--- src/rtl/core/vlc_pkg.sv ---
`default_nettype none
// ----------------------------------------------------------------------------
// vlc_pkg
// Shared types, constants and helper functions of the Latin/Cyrillic
// Vigenere cipher block.
// ----------------------------------------------------------------------------
package vlc_pkg;

	// sizing
	localparam int KEY_MAX_DEF = 64;
	localparam int CNT_W       = 9;   // holds key lengths and positions up to 511
	localparam int CHAR_W      = 16;
	localparam int SLOT_W      = 6;
	localparam int KLEN_W      = 7;
	localparam int SHIFT_W     = 5;

	// alphabet sizes
	localparam int LAT_SIZE = 26;
	localparam int CYR_SIZE = 32;

	// letter ranges
	localparam logic [CHAR_W-1:0] LAT_UP_LO = 16'h0041;
	localparam logic [CHAR_W-1:0] LAT_UP_HI = 16'h005A;
	localparam logic [CHAR_W-1:0] LAT_LO_LO = 16'h0061;
	localparam logic [CHAR_W-1:0] LAT_LO_HI = 16'h007A;
	localparam logic [CHAR_W-1:0] CYR_UP_LO = 16'h0410;
	localparam logic [CHAR_W-1:0] CYR_UP_HI = 16'h042F;
	localparam logic [CHAR_W-1:0] CYR_LO_LO = 16'h0430;
	localparam logic [CHAR_W-1:0] CYR_LO_HI = 16'h044F;

	// command codes
	localparam logic CMD_KEY_WRITE = 1'b0;
	localparam logic CMD_CIPHER    = 1'b1;

	// configuration register indexes
	localparam logic CFG_DECRYPT_MODE = 1'b0;
	localparam logic CFG_KEY_LENGTH   = 1'b1;

	// payload of one input transfer
	typedef struct packed {
		logic              command;
		logic [SLOT_W-1:0] key_slot;
		logic [CHAR_W-1:0] char_code;
		logic              first;
	} in_item_t;

	// payload of one output transfer
	typedef struct packed {
		logic [CHAR_W-1:0] char_out;
		logic              key_error;
	} out_item_t;

	// per-slot key shifts, reduced at key write time
	typedef struct packed {
		logic [SHIFT_W-1:0] lat;
		logic [SHIFT_W-1:0] cyr;
	} shift_t;

	// letter classification
	typedef struct packed {
		logic              is_letter;
		logic              is_cyr;
		logic [CHAR_W-1:0] base;
	} letter_t;

	typedef logic [255:0][SHIFT_W-1:0] mod_tab_t;

	// (hi * 256) mod 26 for the upper byte
	function automatic mod_tab_t build_hi_tab();
		mod_tab_t t;
		for (int i = 0; i < 256; i++) begin
			t[i] = SHIFT_W'((i * 256) % LAT_SIZE);
		end
		return t;
	endfunction

	// lo mod 26 for the lower byte
	function automatic mod_tab_t build_lo_tab();
		mod_tab_t t;
		for (int i = 0; i < 256; i++) begin
			t[i] = SHIFT_W'(i % LAT_SIZE);
		end
		return t;
	endfunction

	localparam mod_tab_t HI_MOD = build_hi_tab();
	localparam mod_tab_t LO_MOD = build_lo_tab();

	// 16-bit value mod 26 from two byte tables and one correction
	function automatic logic [SHIFT_W-1:0] lat_mod(logic [CHAR_W-1:0] c);
		logic [SHIFT_W:0] s;
		s = {1'b0, HI_MOD[c[15:8]]} + {1'b0, LO_MOD[c[7:0]]};
		if (s >= (SHIFT_W+1)'(LAT_SIZE)) begin
			s = s - (SHIFT_W+1)'(LAT_SIZE);
		end
		return s[SHIFT_W-1:0];
	endfunction

	// which case range a code point falls in, if any
	function automatic letter_t letter_class(logic [CHAR_W-1:0] c);
		letter_t r;
		r = '0;
		if (c >= LAT_UP_LO && c <= LAT_UP_HI) begin
			r.is_letter = 1'b1;
			r.base      = LAT_UP_LO;
		end else if (c >= LAT_LO_LO && c <= LAT_LO_HI) begin
			r.is_letter = 1'b1;
			r.base      = LAT_LO_LO;
		end else if (c >= CYR_UP_LO && c <= CYR_UP_HI) begin
			r.is_letter = 1'b1;
			r.is_cyr    = 1'b1;
			r.base      = CYR_UP_LO;
		end else if (c >= CYR_LO_LO && c <= CYR_LO_HI) begin
			r.is_letter = 1'b1;
			r.is_cyr    = 1'b1;
			r.base      = CYR_LO_LO;
		end
		return r;
	endfunction

endpackage
`default_nettype wire

--- src/rtl/core/vigenere_latin_cyrillic_cipher_top.sv ---
`default_nettype none
// A result passes from the input stage register to the output register.
// Throughput: one item per cycle while the output is not stalled; the key position
// update and the key memory read for the next item complete in the single cipher stage.
// Key writes produce no output and do not wait for the output register.
// Reset clears configuration, letter flags, key position and valid bits at once;
// the key memory itself is not cleared.
// ----------------------------------------------------------------------------
// vigenere_latin_cyrillic_cipher_top
// Vigenere cipher over UTF-16 code points for Latin and Cyrillic letters
// with a key store, an input stage and an output register.
// ----------------------------------------------------------------------------
module vigenere_latin_cyrillic_cipher_top
	import vlc_pkg::*;
#(
	parameter int KEY_MAX = KEY_MAX_DEF
) (
	input  wire logic              clk,
	input  wire logic              arst_n,
	input  wire logic              cfg_we,
	input  wire logic              cfg_idx,
	input  wire logic [KLEN_W-1:0] cfg_data,
	input  wire logic              in_valid,
	output logic                   in_stall,
	input  wire in_item_t          in_item,
	output logic                   out_valid,
	input  wire logic              out_stall,
	output out_item_t              out_item
);

	localparam int POS_W = (KEY_MAX > 1) ? $clog2(KEY_MAX) : 1;

	logic              decrypt_q;
	logic [KLEN_W-1:0] key_length_q;
	in_item_t          item_s1;
	logic              valid_s1;
	logic [POS_W-1:0]  pos_q;
	out_item_t         out_q;
	logic              out_valid_q;

	logic              is_text;
	logic              out_free;
	logic              adv;
	logic              load;
	logic [CNT_W-1:0]  eff_len;
	logic [CNT_W-1:0]  slot_ext;
	logic              slot_ok;
	logic [CNT_W-1:0]  pos_a;
	logic [CNT_W-1:0]  pos_b;
	logic [CNT_W-1:0]  pos_inc;
	logic [CNT_W-1:0]  pos_new;
	logic [POS_W-1:0]  rd_addr;
	shift_t            rd_data;
	shift_t            key0;
	shift_t            key_sel;
	logic              key_ok;
	logic [CHAR_W-1:0] shifted;
	logic              is_letter;
	out_item_t         result;

	// configuration registers
	always_ff @(posedge clk or negedge arst_n) begin
		if (!arst_n) begin
			decrypt_q    <= 1'b0;
			key_length_q <= '0;
		end else if (cfg_we) begin
			unique case (cfg_idx)
				CFG_DECRYPT_MODE: decrypt_q    <= cfg_data[0];
				CFG_KEY_LENGTH:   key_length_q <= cfg_data;
				default:          ;
			endcase
		end
	end

	// handshake: stage moves on when it writes a key or the output can take it
	always_comb begin
		is_text  = (item_s1.command == CMD_CIPHER);
		out_free = !out_valid_q || !out_stall;
		adv      = valid_s1 && (!is_text || out_free);
		in_stall = valid_s1 && !adv;
		load     = in_valid && !in_stall;
	end

	// effective key length, saturated at the store depth
	always_comb begin
		if ({{(CNT_W-KLEN_W){1'b0}}, key_length_q} > CNT_W'(KEY_MAX)) begin
			eff_len = CNT_W'(KEY_MAX);
		end else begin
			eff_len = {{(CNT_W-KLEN_W){1'b0}}, key_length_q};
		end
	end

	// key write slot
	always_comb begin
		slot_ext = CNT_W'(item_s1.key_slot);
		slot_ok  = slot_ext < CNT_W'(KEY_MAX);
	end

	// key position: restart, wrap before use, step on letters
	always_comb begin
		pos_a   = item_s1.first ? '0 : CNT_W'(pos_q);
		pos_b   = (pos_a >= eff_len) ? '0 : pos_a;
		pos_inc = pos_b + CNT_W'(1);
		if (!key_ok) begin
			pos_new = pos_a;
		end else if (is_letter) begin
			pos_new = (pos_inc >= eff_len) ? '0 : pos_inc;
		end else begin
			pos_new = pos_b;
		end
		rd_addr = (adv && is_text) ? pos_new[POS_W-1:0] : pos_q;
		key_sel = (pos_b == '0) ? key0 : rd_data;
	end

	vlc_key_store #(
		.KEY_MAX (KEY_MAX),
		.POS_W   (POS_W)
	) u_key_store (
		.clk     (clk),
		.arst_n  (arst_n),
		.wr_en   (adv && !is_text && slot_ok),
		.wr_addr (slot_ext[POS_W-1:0]),
		.wr_char (item_s1.char_code),
		.rd_en   (load),
		.rd_addr (rd_addr),
		.eff_len (eff_len),
		.rd_data (rd_data),
		.key0    (key0),
		.key_ok  (key_ok)
	);

	vlc_shift_unit u_shift_unit (
		.char_in   (item_s1.char_code),
		.shift     (key_sel),
		.decrypt   (decrypt_q),
		.char_out  (shifted),
		.is_letter (is_letter)
	);

	// result of the item in the stage
	always_comb begin
		result.char_out  = key_ok ? shifted : item_s1.char_code;
		result.key_error = !key_ok;
	end

	// input stage
	always_ff @(posedge clk or negedge arst_n) begin
		if (!arst_n) begin
			valid_s1 <= 1'b0;
		end else if (load) begin
			valid_s1 <= 1'b1;
		end else if (adv) begin
			valid_s1 <= 1'b0;
		end
	end

	always_ff @(posedge clk) begin
		if (load) begin
			item_s1 <= in_item;
		end
	end

	// key position register
	always_ff @(posedge clk or negedge arst_n) begin
		if (!arst_n) begin
			pos_q <= '0;
		end else if (adv && is_text) begin
			pos_q <= pos_new[POS_W-1:0];
		end
	end

	// output register
	always_ff @(posedge clk or negedge arst_n) begin
		if (!arst_n) begin
			out_valid_q <= 1'b0;
		end else if (adv && is_text) begin
			out_valid_q <= 1'b1;
		end else if (!out_stall) begin
			out_valid_q <= 1'b0;
		end
	end

	always_ff @(posedge clk) begin
		if (adv && is_text) begin
			out_q <= result;
		end
	end

	assign out_valid = out_valid_q;
	assign out_item  = out_q;

endmodule
`default_nettype wire

--- src/rtl/core/vlc_key_store.sv ---
`default_nettype none
// ----------------------------------------------------------------------------
// vlc_key_store
// Key shift memory with registered read and write bypass, a slot zero
// mirror, per-slot letter flags and the key validity check.
// ----------------------------------------------------------------------------
module vlc_key_store
	import vlc_pkg::*;
#(
	parameter int KEY_MAX = KEY_MAX_DEF,
	parameter int POS_W   = (KEY_MAX > 1) ? $clog2(KEY_MAX) : 1
) (
	input  wire logic              clk,
	input  wire logic              arst_n,
	input  wire logic              wr_en,
	input  wire logic [POS_W-1:0]  wr_addr,
	input  wire logic [CHAR_W-1:0] wr_char,
	input  wire logic              rd_en,
	input  wire logic [POS_W-1:0]  rd_addr,
	input  wire logic [CNT_W-1:0]  eff_len,
	output shift_t                 rd_data,
	output shift_t                 key0,
	output logic                   key_ok
);

	shift_t               mem [KEY_MAX];
	shift_t               rd_q;
	shift_t               key0_q;
	shift_t               wr_shift;
	letter_t              wr_cls;
	logic [KEY_MAX-1:0]   flags_q;
	logic                 wr_letter;
	logic                 bad;

	// reduce the key code point once, at write time
	always_comb begin
		wr_shift.lat = lat_mod(wr_char);
		wr_shift.cyr = wr_char[SHIFT_W-1:0];
		wr_cls       = letter_class(wr_char);
		wr_letter    = wr_cls.is_letter;
	end

	// shift memory, read data registered, write wins on same address
	always_ff @(posedge clk) begin
		if (wr_en) begin
			mem[wr_addr] <= wr_shift;
		end
		if (rd_en) begin
			if (wr_en && wr_addr == rd_addr) begin
				rd_q <= wr_shift;
			end else begin
				rd_q <= mem[rd_addr];
			end
		end
	end

	// copy of slot zero for restarts and wraps
	always_ff @(posedge clk) begin
		if (wr_en && wr_addr == '0) begin
			key0_q <= wr_shift;
		end
	end

	// letter flags, cleared by reset
	always_ff @(posedge clk or negedge arst_n) begin
		if (!arst_n) begin
			flags_q <= '0;
		end else if (wr_en) begin
			flags_q[wr_addr] <= wr_letter;
		end
	end

	// every slot below the length must hold a letter, and the length must not be zero
	always_comb begin
		bad = 1'b0;
		for (int i = 0; i < KEY_MAX; i++) begin
			if (!flags_q[i] && CNT_W'(i) < eff_len) begin
				bad = 1'b1;
			end
		end
		key_ok = (eff_len != '0) && !bad;
	end

	assign rd_data = rd_q;
	assign key0    = key0_q;

endmodule
`default_nettype wire

--- src/rtl/core/vlc_shift_unit.sv ---
`default_nettype none
// ----------------------------------------------------------------------------
// vlc_shift_unit
// Shifts one code point inside its letter range by the key shift,
// forward for encrypt and backward for decrypt.
// ----------------------------------------------------------------------------
module vlc_shift_unit
	import vlc_pkg::*;
(
	input  wire logic [CHAR_W-1:0] char_in,
	input  wire shift_t            shift,
	input  wire logic              decrypt,
	output logic [CHAR_W-1:0]      char_out,
	output logic                   is_letter
);

	letter_t             cls;
	logic [SHIFT_W-1:0]  off;
	logic [SHIFT_W-1:0]  amt;
	logic [SHIFT_W:0]    sum;
	logic [SHIFT_W-1:0]  res;
	logic [CHAR_W-1:0]   diff;

	// offset inside the case range, shifted with wrap
	always_comb begin
		cls  = letter_class(char_in);
		diff = char_in - cls.base;
		off  = diff[SHIFT_W-1:0];
		amt  = cls.is_cyr ? shift.cyr : shift.lat;
		if (decrypt) begin
			sum = {1'b0, off} - {1'b0, amt};
			if (sum[SHIFT_W] && !cls.is_cyr) begin
				sum = sum + (SHIFT_W+1)'(LAT_SIZE);
			end
		end else begin
			sum = {1'b0, off} + {1'b0, amt};
			if (!cls.is_cyr && sum >= (SHIFT_W+1)'(LAT_SIZE)) begin
				sum = sum - (SHIFT_W+1)'(LAT_SIZE);
			end
		end
		// cyrillic range is 32 wide, so the low bits wrap by themselves
		res       = sum[SHIFT_W-1:0];
		is_letter = cls.is_letter;
		char_out  = cls.is_letter ? (cls.base + CHAR_W'(res)) : char_in;
	end

endmodule
`default_nettype wire

--- config.mk ---
export PLATFORM = sky130hd
export DESIGN_NAME = vigenere_latin_cyrillic_cipher_top
export DESIGN_NICKNAME = d
export VERILOG_FILES = /design/src/rtl/core/vlc_pkg.sv /design/src/rtl/core/vigenere_latin_cyrillic_cipher_top.sv /design/src/rtl/core/vlc_key_store.sv /design/src/rtl/core/vlc_shift_unit.sv
export SDC_FILE = /design/constraint.sdc
export NUM_CORES = 1
export LEC_CHECK = 0
export ABC_AREA = 1
export BUFFER_PORTS_ARGS = -buffer_cell sky130_fd_sc_hd__buf_2
export CELL_PAD_IN_SITES_DETAIL_PLACEMENT = 0
export CELL_PAD_IN_SITES_GLOBAL_PLACEMENT = 2
export CORE_MARGIN = 10
export CORE_UTILIZATION = 46
export CTS_BUF_LIST = sky130_fd_sc_hd__clkbuf_8
export CTS_CLUSTER_SIZE = 40
export DETAILED_ROUTE_END_ITERATION = 16
export PLACE_DENSITY = 0.95
export SYNTH_ARGS = -nofsm -noshare
export SYNTH_HDL_FRONTEND = slang
export SYNTH_HIERARCHICAL = 1
export SYNTH_SLANG_ARGS = --single-unit
export TNS_END_PERCENT = 1
--- constraint.sdc ---
create_clock -name clk -period 10.85 [get_ports clk]
set_clock_uncertainty 0.1 [all_clocks]
set_input_delay 2.7125 -clock clk [delete_from_list [all_inputs] [get_ports clk]]
set_output_delay 2.7125 -clock clk [all_outputs]
set_load 0.01 [all_outputs]
# --- Yosys cells after proc, flatten, opt, wreduce, memory -nomap -nowiden ---
# Memory sizes are Yosys's and may differ from the RTL's. A register that Yosys moved wholly into a read port is not among the register bits.
# Cells that the tools add are included.
word_totals:
  register_bits: 131
  mem_bits_rw: 640
  rom_bits: 2560
  input_bits: 37
  wordCells: 367
  mem_count: 3
mem_list:
  columns: ["memory", "words", "word_bits", "read_ports", "rd_clocked_by_memory_dff", "write_ports", "line_no", "text"]
  rows:
  - ["(name not given)", 256, 5, 1, 1, 0, "vlc_pkg.sv:92", "s = {1'b0, HI_MOD[c[15:8]]} + {1'b0, LO_MOD[c[7:0]]};"]
  - ["(name not given)", 256, 5, 1, 1, 0, "vlc_pkg.sv:92", null]
  - ["u_key_store.mem", 64, 10, 1, 1, 1, "vlc_key_store.sv:26", "shift_t mem [KEY_MAX];"]
op_classes:
  add_sub_neg: 9
  magnitude_cmp: 81
  eq_ne: 1
  n_mux: 100
  bitwise_logic: 1
  n_reduce_logical: 158
ops:
  columns: ["cell", "count"]
  rows:
  - ["6-bit by 7-bit less-than comparator with 1-bit output (first input constant)", 32]
  - ["5-bit by 7-bit less-than comparator with 1-bit output (first input constant)", 16]
  - ["1-bit logical AND", 78]
  - ["1-bit two-way mux", 75]
  - ["1-bit logical NOT", 72]
  - ["64-bit bitwise mux", 1]
  - ["16-bit two-way mux", 4]
  - ["4-bit by 7-bit less-than comparator with 1-bit output (first input constant)", 8]
  - ["18-bit two-way mux", 2]
  - ["6-bit two-way mux", 6]
  - ["5-bit two-way mux", 7]
  - ["16-bit by 11-bit >= comparator with 1-bit output (second input constant)", 2]
  - ["16-bit by 7-bit >= comparator with 1-bit output (second input constant)", 2]
  - ["16-bit by 11-bit <= comparator with 1-bit output (second input constant)", 2]
  - ["16-bit by 7-bit <= comparator with 1-bit output (second input constant)", 2]
  - ["3-bit by 7-bit less-than comparator with 1-bit output (first input constant)", 4]
  - ["8-bit by 9-bit less-than comparator with 1-bit output (second input constant)", 2]
  - ["16-bit by 5-bit adder with 16-bit output", 1]
  - ["8-bit two-way mux", 2]
  - ["1-bit by 7-bit less-than comparator with 1-bit output (first input constant)", 2]
  - ["2-bit by 7-bit less-than comparator with 1-bit output (first input constant)", 2]
  - ["5-bit by 5-bit adder with 6-bit output", 2]
  - ["6-bit by 5-bit >= comparator with 1-bit output (second input constant)", 2]
  - ["10-bit two-way mux", 1]
  - ["other kinds (20)", 23]

# --- Depth between registers and ports, before layout ---
logic_depth:
  ltp_word: 72
  mapped_depth: 41

# --- Hierarchy ---
# The synthesis kept the hierarchy.
modules_own_cells:
  columns: ["mod", "n_inst", "cells_per_inst", "area_each_um2", "seq_area_each_um2"]
  rows:
  - ["vlc_key_store", 1, 3140, 30889.6, 19438.6]
  - ["vigenere_latin_cyrillic_cipher_top", 1, 345, 3096.7, 1631.6]
  - ["vlc_shift_unit", 1, 269, 1472.7, 0.0]

# --- Least setup slack after synthesis ---
# OpenSTA, ideal clock, no wires.
synth_timing:
  path_type: "reg2reg"
  start: "register, netlist name item_s1[3]"
  end: "register u_key_store.key0_q, in the netlist u_key_store/key0[9] (data pin)"
  setup_time_ns: 0.719
  t_arrival_ns: 6.524
  required_ns: 10.031
  setup_slack_ns: 3.507
  path_stages_with_launch: 16
  n_path_buf: 0
  synth_period_minus_slack_ns: 7.343
  cell_sequence: "edfxtp_1 -> inv_1 -> ha_1 -> nand2_1 -> o21ai_0 -> a221oi_1 -> nand2_1 -> o21ai_0 -> nand2_1 -> o21ai_0 -> ha_1 -> fa_1 -> xor2_1 -> o21ai_0 -> or2_0 -> o21ai_0"
synth_lines:
  columns: ["element", "line_no", "text"]
  rows:
  - ["end signal: assignment", "vlc_key_store.sv:60", "key0_q <= wr_shift;"]
  - ["end: declaration", "vlc_key_store.sv:28", "shift_t key0_q;"]

# --- Final worst setup path ---
layout_timing:
  start: "register key_length_q[6]"
  end: "register, netlist name u_key_store/rd_data[6]"
layout_between:
  elab_chain_cells: 72
  elab_cells_between_ends: 205
  cone_classes: "add/sub: 1; order compare: 67; mux: 70; reduce/logical: 67"
layout_lines:
  columns: ["element", "line_no", "text"]
  rows:
  - ["start: declaration", "vigenere_latin_cyrillic_cipher_top.sv:34", "logic [KLEN_W-1:0] key_length_q;"]
  - ["start signal: assignment", "vigenere_latin_cyrillic_cipher_top.sv:69", "CFG_KEY_LENGTH: key_length_q <= cfg_data;"]
  - ["7-bit > comparator *", "vigenere_latin_cyrillic_cipher_top.sv:86", "if ({{(CNT_W-KLEN_W){1'b0}}, key_length_q} > CNT_W'(KEY_MAX)) begin"]
  - ["7-bit two-way mux *", "vigenere_latin_cyrillic_cipher_top.sv:86", null]
  - ["net eff_len[5]", "vigenere_latin_cyrillic_cipher_top.sv:45", "logic [CNT_W-1:0] eff_len;"]
  - ["1-bit by 7-bit less-than comparator with 1-bit output", "vlc_key_store.sv:77", "if (!flags_q[i] && CNT_W'(i) < eff_len) begin"]
  - ["1-bit logical AND", "vlc_key_store.sv:77", null]
  - ["1-bit two-way mux (64 in a row)", "vlc_key_store.sv:77", null]
  - ["1-bit logical NOT", "vlc_key_store.sv:81", "key_ok = (eff_len != '0) && !bad;"]
  - ["1-bit logical AND *", "vlc_key_store.sv:81", null]
  - ["net key_ok", "vigenere_latin_cyrillic_cipher_top.sv:56", "logic key_ok;"]
  - ["6-bit two-way mux *", "vigenere_latin_cyrillic_cipher_top.sv:104", "if (!key_ok) begin"]
  - ["6-bit two-way mux *", null, null]
  - ["net rd_addr[0]", "vigenere_latin_cyrillic_cipher_top.sv:52", "logic [POS_W-1:0] rd_addr;"]
# Mark *: on every way through the listed nets, which the timed path passes. The rest lies on a longest branch.
# A chain may end at the register's enable or synchronous reset.

==> impl_results.rst <==
.. list-table::
   :header-rows: 1

   * - Metric
     - Value
   * - Outcome
     - complete, no violations
   * - Mean Syn Cell Area
     - 9.45 um2
   * - Chip Height
     - 298 um
   * - Clk_lat worst skew
     - 0.75 ns
   * - Count of nets left with antenna violations after detail routing
     - 0
   * - Number of storage elements in the synthesis netlist
     - 715
   * - DIE WIDTH
     - 298 um
   * - Root buffer cell
     - sky130_fd_sc_hd__clkbuf_8
   * - Minimum clock period
     - 7.12 ns
   * - Post-detailed-placement half-perimeter wirelength
     - 62,800 um
   * - Finish-stage setup viols
     - 0
   * - R2R depth
     - 32
   * - Slowest-stage cell, CP
     - sky130_fd_sc_hd__inv_8
   * - Post-CTS clock slew at the launch and capture registers of the worst setup and hold paths
     - 0.06 ns
   * - Utilization of the core after routing
     - 50.9%
   * - Residual overflow from global routing
     - 0
   * - Layout overhead on the synthesized area
     - 9.37%
   * - Number of buffers inserted by port buffering
     - 55
   * - Slack of the worst reg-to-reg path
     - 3.73 ns
   * - Max cap viols
     - 0
   * - Count of distinct cell types in the synthesized netlist
     - 61
   * - Maximum clock insertion buffer count
     - 3
   * - Capturing element of the worst setup path
     - u_key_store/rd_data[6]
   * - Setup Fix Bufs, Post-CTS
     - 0
   * - Worst flop-to-flop path startpoint
     - key_length_q[6]
   * - RSZ-0062 raised after global routing
     - no
   * - Total global-route track usage
     - 22.5%
   * - Detailed-route via count
     - 26,800
   * - Max H-tree Level
     - 3
   * - Filler Cells Inserted
     - 7,062
   * - Total standard cell area after synthesis
     - 35,500 um2
   * - CTS Hold Bufs
     - 0
   * - Post-layout net count
     - 3,891
   * - P per Cell Area
     - 175 nW/um2
   * - Number of buffers created by CTS
     - 116
   * - Final Hold Fails
     - 0
   * - Leakage power figure
     - 15.7 nW
   * - Post-route clock period utilization
     - 65.7%
   * - Worst EP arrival
     - 7.65 ns
   * - Critical setup path kind
     - reg -> reg
   * - Critical R2R Capture
     - u_key_store/rd_data[6]
   * - Number of antenna violations at the first check in global routing
     - 2
   * - Max Freq
     - 140 MHz
   * - Residual DRC count
     - 0
   * - Clock sink count
     - 715
   * - Crit path launch type
     - flip-flop
   * - Most instantiated flip-flop cell in the synthesis netlist
     - sky130_fd_sc_hd__edfxtp_1
   * - Worst slew margin relative to its limit
     - 12.7%
   * - Core area
     - 76,200 um2
   * - Average detailed-routed wire length per instance
     - 20.6 um
   * - Capturing element type of the critical path
     - flip-flop
   * - Number of global-route vias before repair
     - 26,100
   * - Peak fanout along the critical path
     - 171
   * - Sum of routed wire length over all layers
     - 101,000 um
   * - Average via count per standard cell
     - 5.45
   * - EDFF count, synth
     - 635
   * - Drt first pass iters
     - 6
   * - Critical path startpoint
     - key_length_q[6]
   * - Layout cells sized above 1
     - 12.6%
   * - Largest net degree at the start of global routing
     - 172
   * - Launch point of the worst hold path
     - key_length_q[0]
   * - Wire length of the first global-routing pass
     - 157,000 um
   * - Delay of the slowest cell on the worst path
     - 0.52 ns
   * - Share of flip-flops with an asynchronous set or reset
     - 11.2%
   * - Effective utilization at floorplan
     - 46.5%
   * - Area of the die
     - 88,600 um2
   * - Yosys synthesis warning count
     - 6
   * - Placement Rows
     - 101
   * - IR drop worst, VDD
     - 131 uV
   * - Path category of the worst min-delay check
     - reg -> reg
   * - Largest cells by area after synthesis
     - sky130_fd_sc_hd__edfxtp_1, sky130_fd_sc_hd__nand2_1, sky130_fd_sc_hd__nand3_1
   * - Least-Margin Pin Slew
     - 1.31 ns
   * - Post-CTS Resized
     - 0
   * - Worst Path Required
     - 11.37 ns
   * - Setup tns final
     - 0 ns
   * - Final Max Tran Viols
     - 0
   * - Number of DRC markers after the initial detailed-route iteration
     - 2,857
   * - CTS tree
     - yes
   * - Number of ports placed on the die boundary
     - 56
   * - Sequential cell area fraction in the yosys report
     - 59.4%
   * - Routability congestion estimate
     - 0.994
   * - Worst path most repeated cell
     - sky130_fd_sc_hd__nand2_1
   * - Synthesized instance count
     - 3,754
   * - Largest area contributor in the synthesized netlist
     - sky130_fd_sc_hd__edfxtp_1
   * - Area share of the largest cell type after synthesis
     - 53.8%
[cells in the final DEF, fill, tap and decap left out, types with 5 or more instances in the layout]
cell and instances:
sky130_fd_sc_hd__inv_1 229, sky130_fd_sc_hd__ha_1 62, sky130_fd_sc_hd__inv_2 24, sky130_fd_sc_hd__buf_2 54, sky130_fd_sc_hd__edfxtp_1 635, sky130_fd_sc_hd__nand2_4 5, sky130_fd_sc_hd__o21ai_2 12, sky130_fd_sc_hd__buf_4 52
sky130_fd_sc_hd__nor2_4 11, sky130_fd_sc_hd__o211ai_1 23, sky130_fd_sc_hd__nand3b_1 8, sky130_fd_sc_hd__a21oi_1 47, sky130_fd_sc_hd__nand2_1 1211, sky130_fd_sc_hd__xor2_1 12, sky130_fd_sc_hd__nor2_1 208, sky130_fd_sc_hd__nor2_2 18
sky130_fd_sc_hd__nand3_1 607, sky130_fd_sc_hd__or2_2 6, sky130_fd_sc_hd__nor3_1 11, sky130_fd_sc_hd__a31oi_1 7, sky130_fd_sc_hd__o21ai_0 140, sky130_fd_sc_hd__o21ai_1 12, sky130_fd_sc_hd__nand2_2 133, sky130_fd_sc_hd__mux2_2 5
sky130_fd_sc_hd__dfrtp_1 80, sky130_fd_sc_hd__nand4_1 22, sky130_fd_sc_hd__bufinv_16 6, sky130_fd_sc_hd__clkinv_2 21, sky130_fd_sc_hd__o21bai_1 7, sky130_fd_sc_hd__clkinv_1 32, sky130_fd_sc_hd__clkbuf_8 118
[area by class of cell]
type                       count  area (um2)  area share [%]
tap                         1030        1290            3.32
inverter                     226         865            2.23
clock inverter                98         629            1.62
clock buffer                 118        1620            4.19
timing repair buffer         108         701            1.81
multi-input combinational   2622       12600            32.5
antenna                        3        7.51          0.0194
sequential                   715       21100            54.3
[routing by layer]
metal | vias to the layer above | track usage, % | wire [um] | share of wire [%]
li1 | 12800 | - | - | -
met1 | 12900 | 32.1 | 45400 | 45
met2 | 1004 | 34.6 | 45500 | 45
met3 | 141 | 3.48 | 7540 | 7.4
met4 | 2 | 7.29 | 2770 | 2.7
met5 | - | 0 | 12 | 0.012
[cell families after synthesis]
logic type	count (synthesis)	share of synthesized area (%)
compound gates	279	4.55
other cells	1	0.0106
flops	715	59.4
fa+ha+maj	65	2.36
xor+xnor	17	0.441
mux	5	0.159
buf+inv	420	5.22
simple gates	2252	27.8
[how the worst min path moves through the flow]
| stage | end | cells past startpoint | slack [ns] |
|---|---|---|---|
| 6_report | key_length_q[0] | 2 | 0.41 |
| 5_1_grt | key_length_q[1] | 1 | 0.44 |
| 4_1_cts | key_length_q[0] | 2 | 0.41 |
| 3_5_place_dp | key_length_q[0] | 2 | 0.39 |
| 3_3_place_gp | key_length_q[0] | 2 | 0.37 |
| 2_1_floorplan | key_length_q[0] | 2 | 0.35 |
[per-stage QoR]
step                      area (um2)  setup WS [ns]  hold WS [ns]  power (mW)  cells
after CTS                      38800           3.93         0.408        6.83   4917
after global placement         36500           3.41         0.370        4.55   4701
after global routing           38800           3.12         0.438        7.10   4919
after floorplan                35500           3.51         0.353        4.16   3757
final                          38800           3.73         0.406        6.78   4920
after detailed placement       36500           3.35         0.392        4.56   4701
[Yosys cell counts (17+ instances only)]
cell type	number
sky130_fd_sc_hd__clkbuf_1	65
sky130_fd_sc_hd__inv_2	25
sky130_fd_sc_hd__a21oi_1	47
sky130_fd_sc_hd__nor2_2	17
sky130_fd_sc_hd__nor2_1	210
sky130_fd_sc_hd__inv_1	193
sky130_fd_sc_hd__dfrtp_1	80
sky130_fd_sc_hd__nand2_1	1214
sky130_fd_sc_hd__nand4_1	22
sky130_fd_sc_hd__ha_1	62
sky130_fd_sc_hd__buf_1	23
sky130_fd_sc_hd__edfxtp_1	635
sky130_fd_sc_hd__o211ai_1	23
sky130_fd_sc_hd__o21ai_0	141
sky130_fd_sc_hd__nand2_2	131
sky130_fd_sc_hd__nand3_1	607
sky130_fd_sc_hd__buf_2	87
[sequential cells by signal (all words and copies together) (netlist names)]
signal and count:
decrypt_q 1, is_text 1, u_key_store/rd_data 9, u_key_store/key0 9, out_item 17, key_length_q 7, out_valid 1, valid_s1 1
u_key_store/flags_q 64, u_key_store/mem 576, item_s1 23, pos_q 6
[critical path, delay by kind of cell (launching register included)]
family,cells,cell delay (ns)
and+or+nand+nor,22,2.76
AOI/OAI and AO/OA,2,0.54
DFF,1,0.48
buffers and inverters,8,2.48
[where the power goes]
part           internal (mW)  switching, mW  total [mW]
Combinational          0.283          0.909        1.19
Sequential              3.29         0.0259        3.32
Clock                   1.17           1.10        2.27
Total                   4.74           2.04        6.78
(Power assumes the default switching activity.)
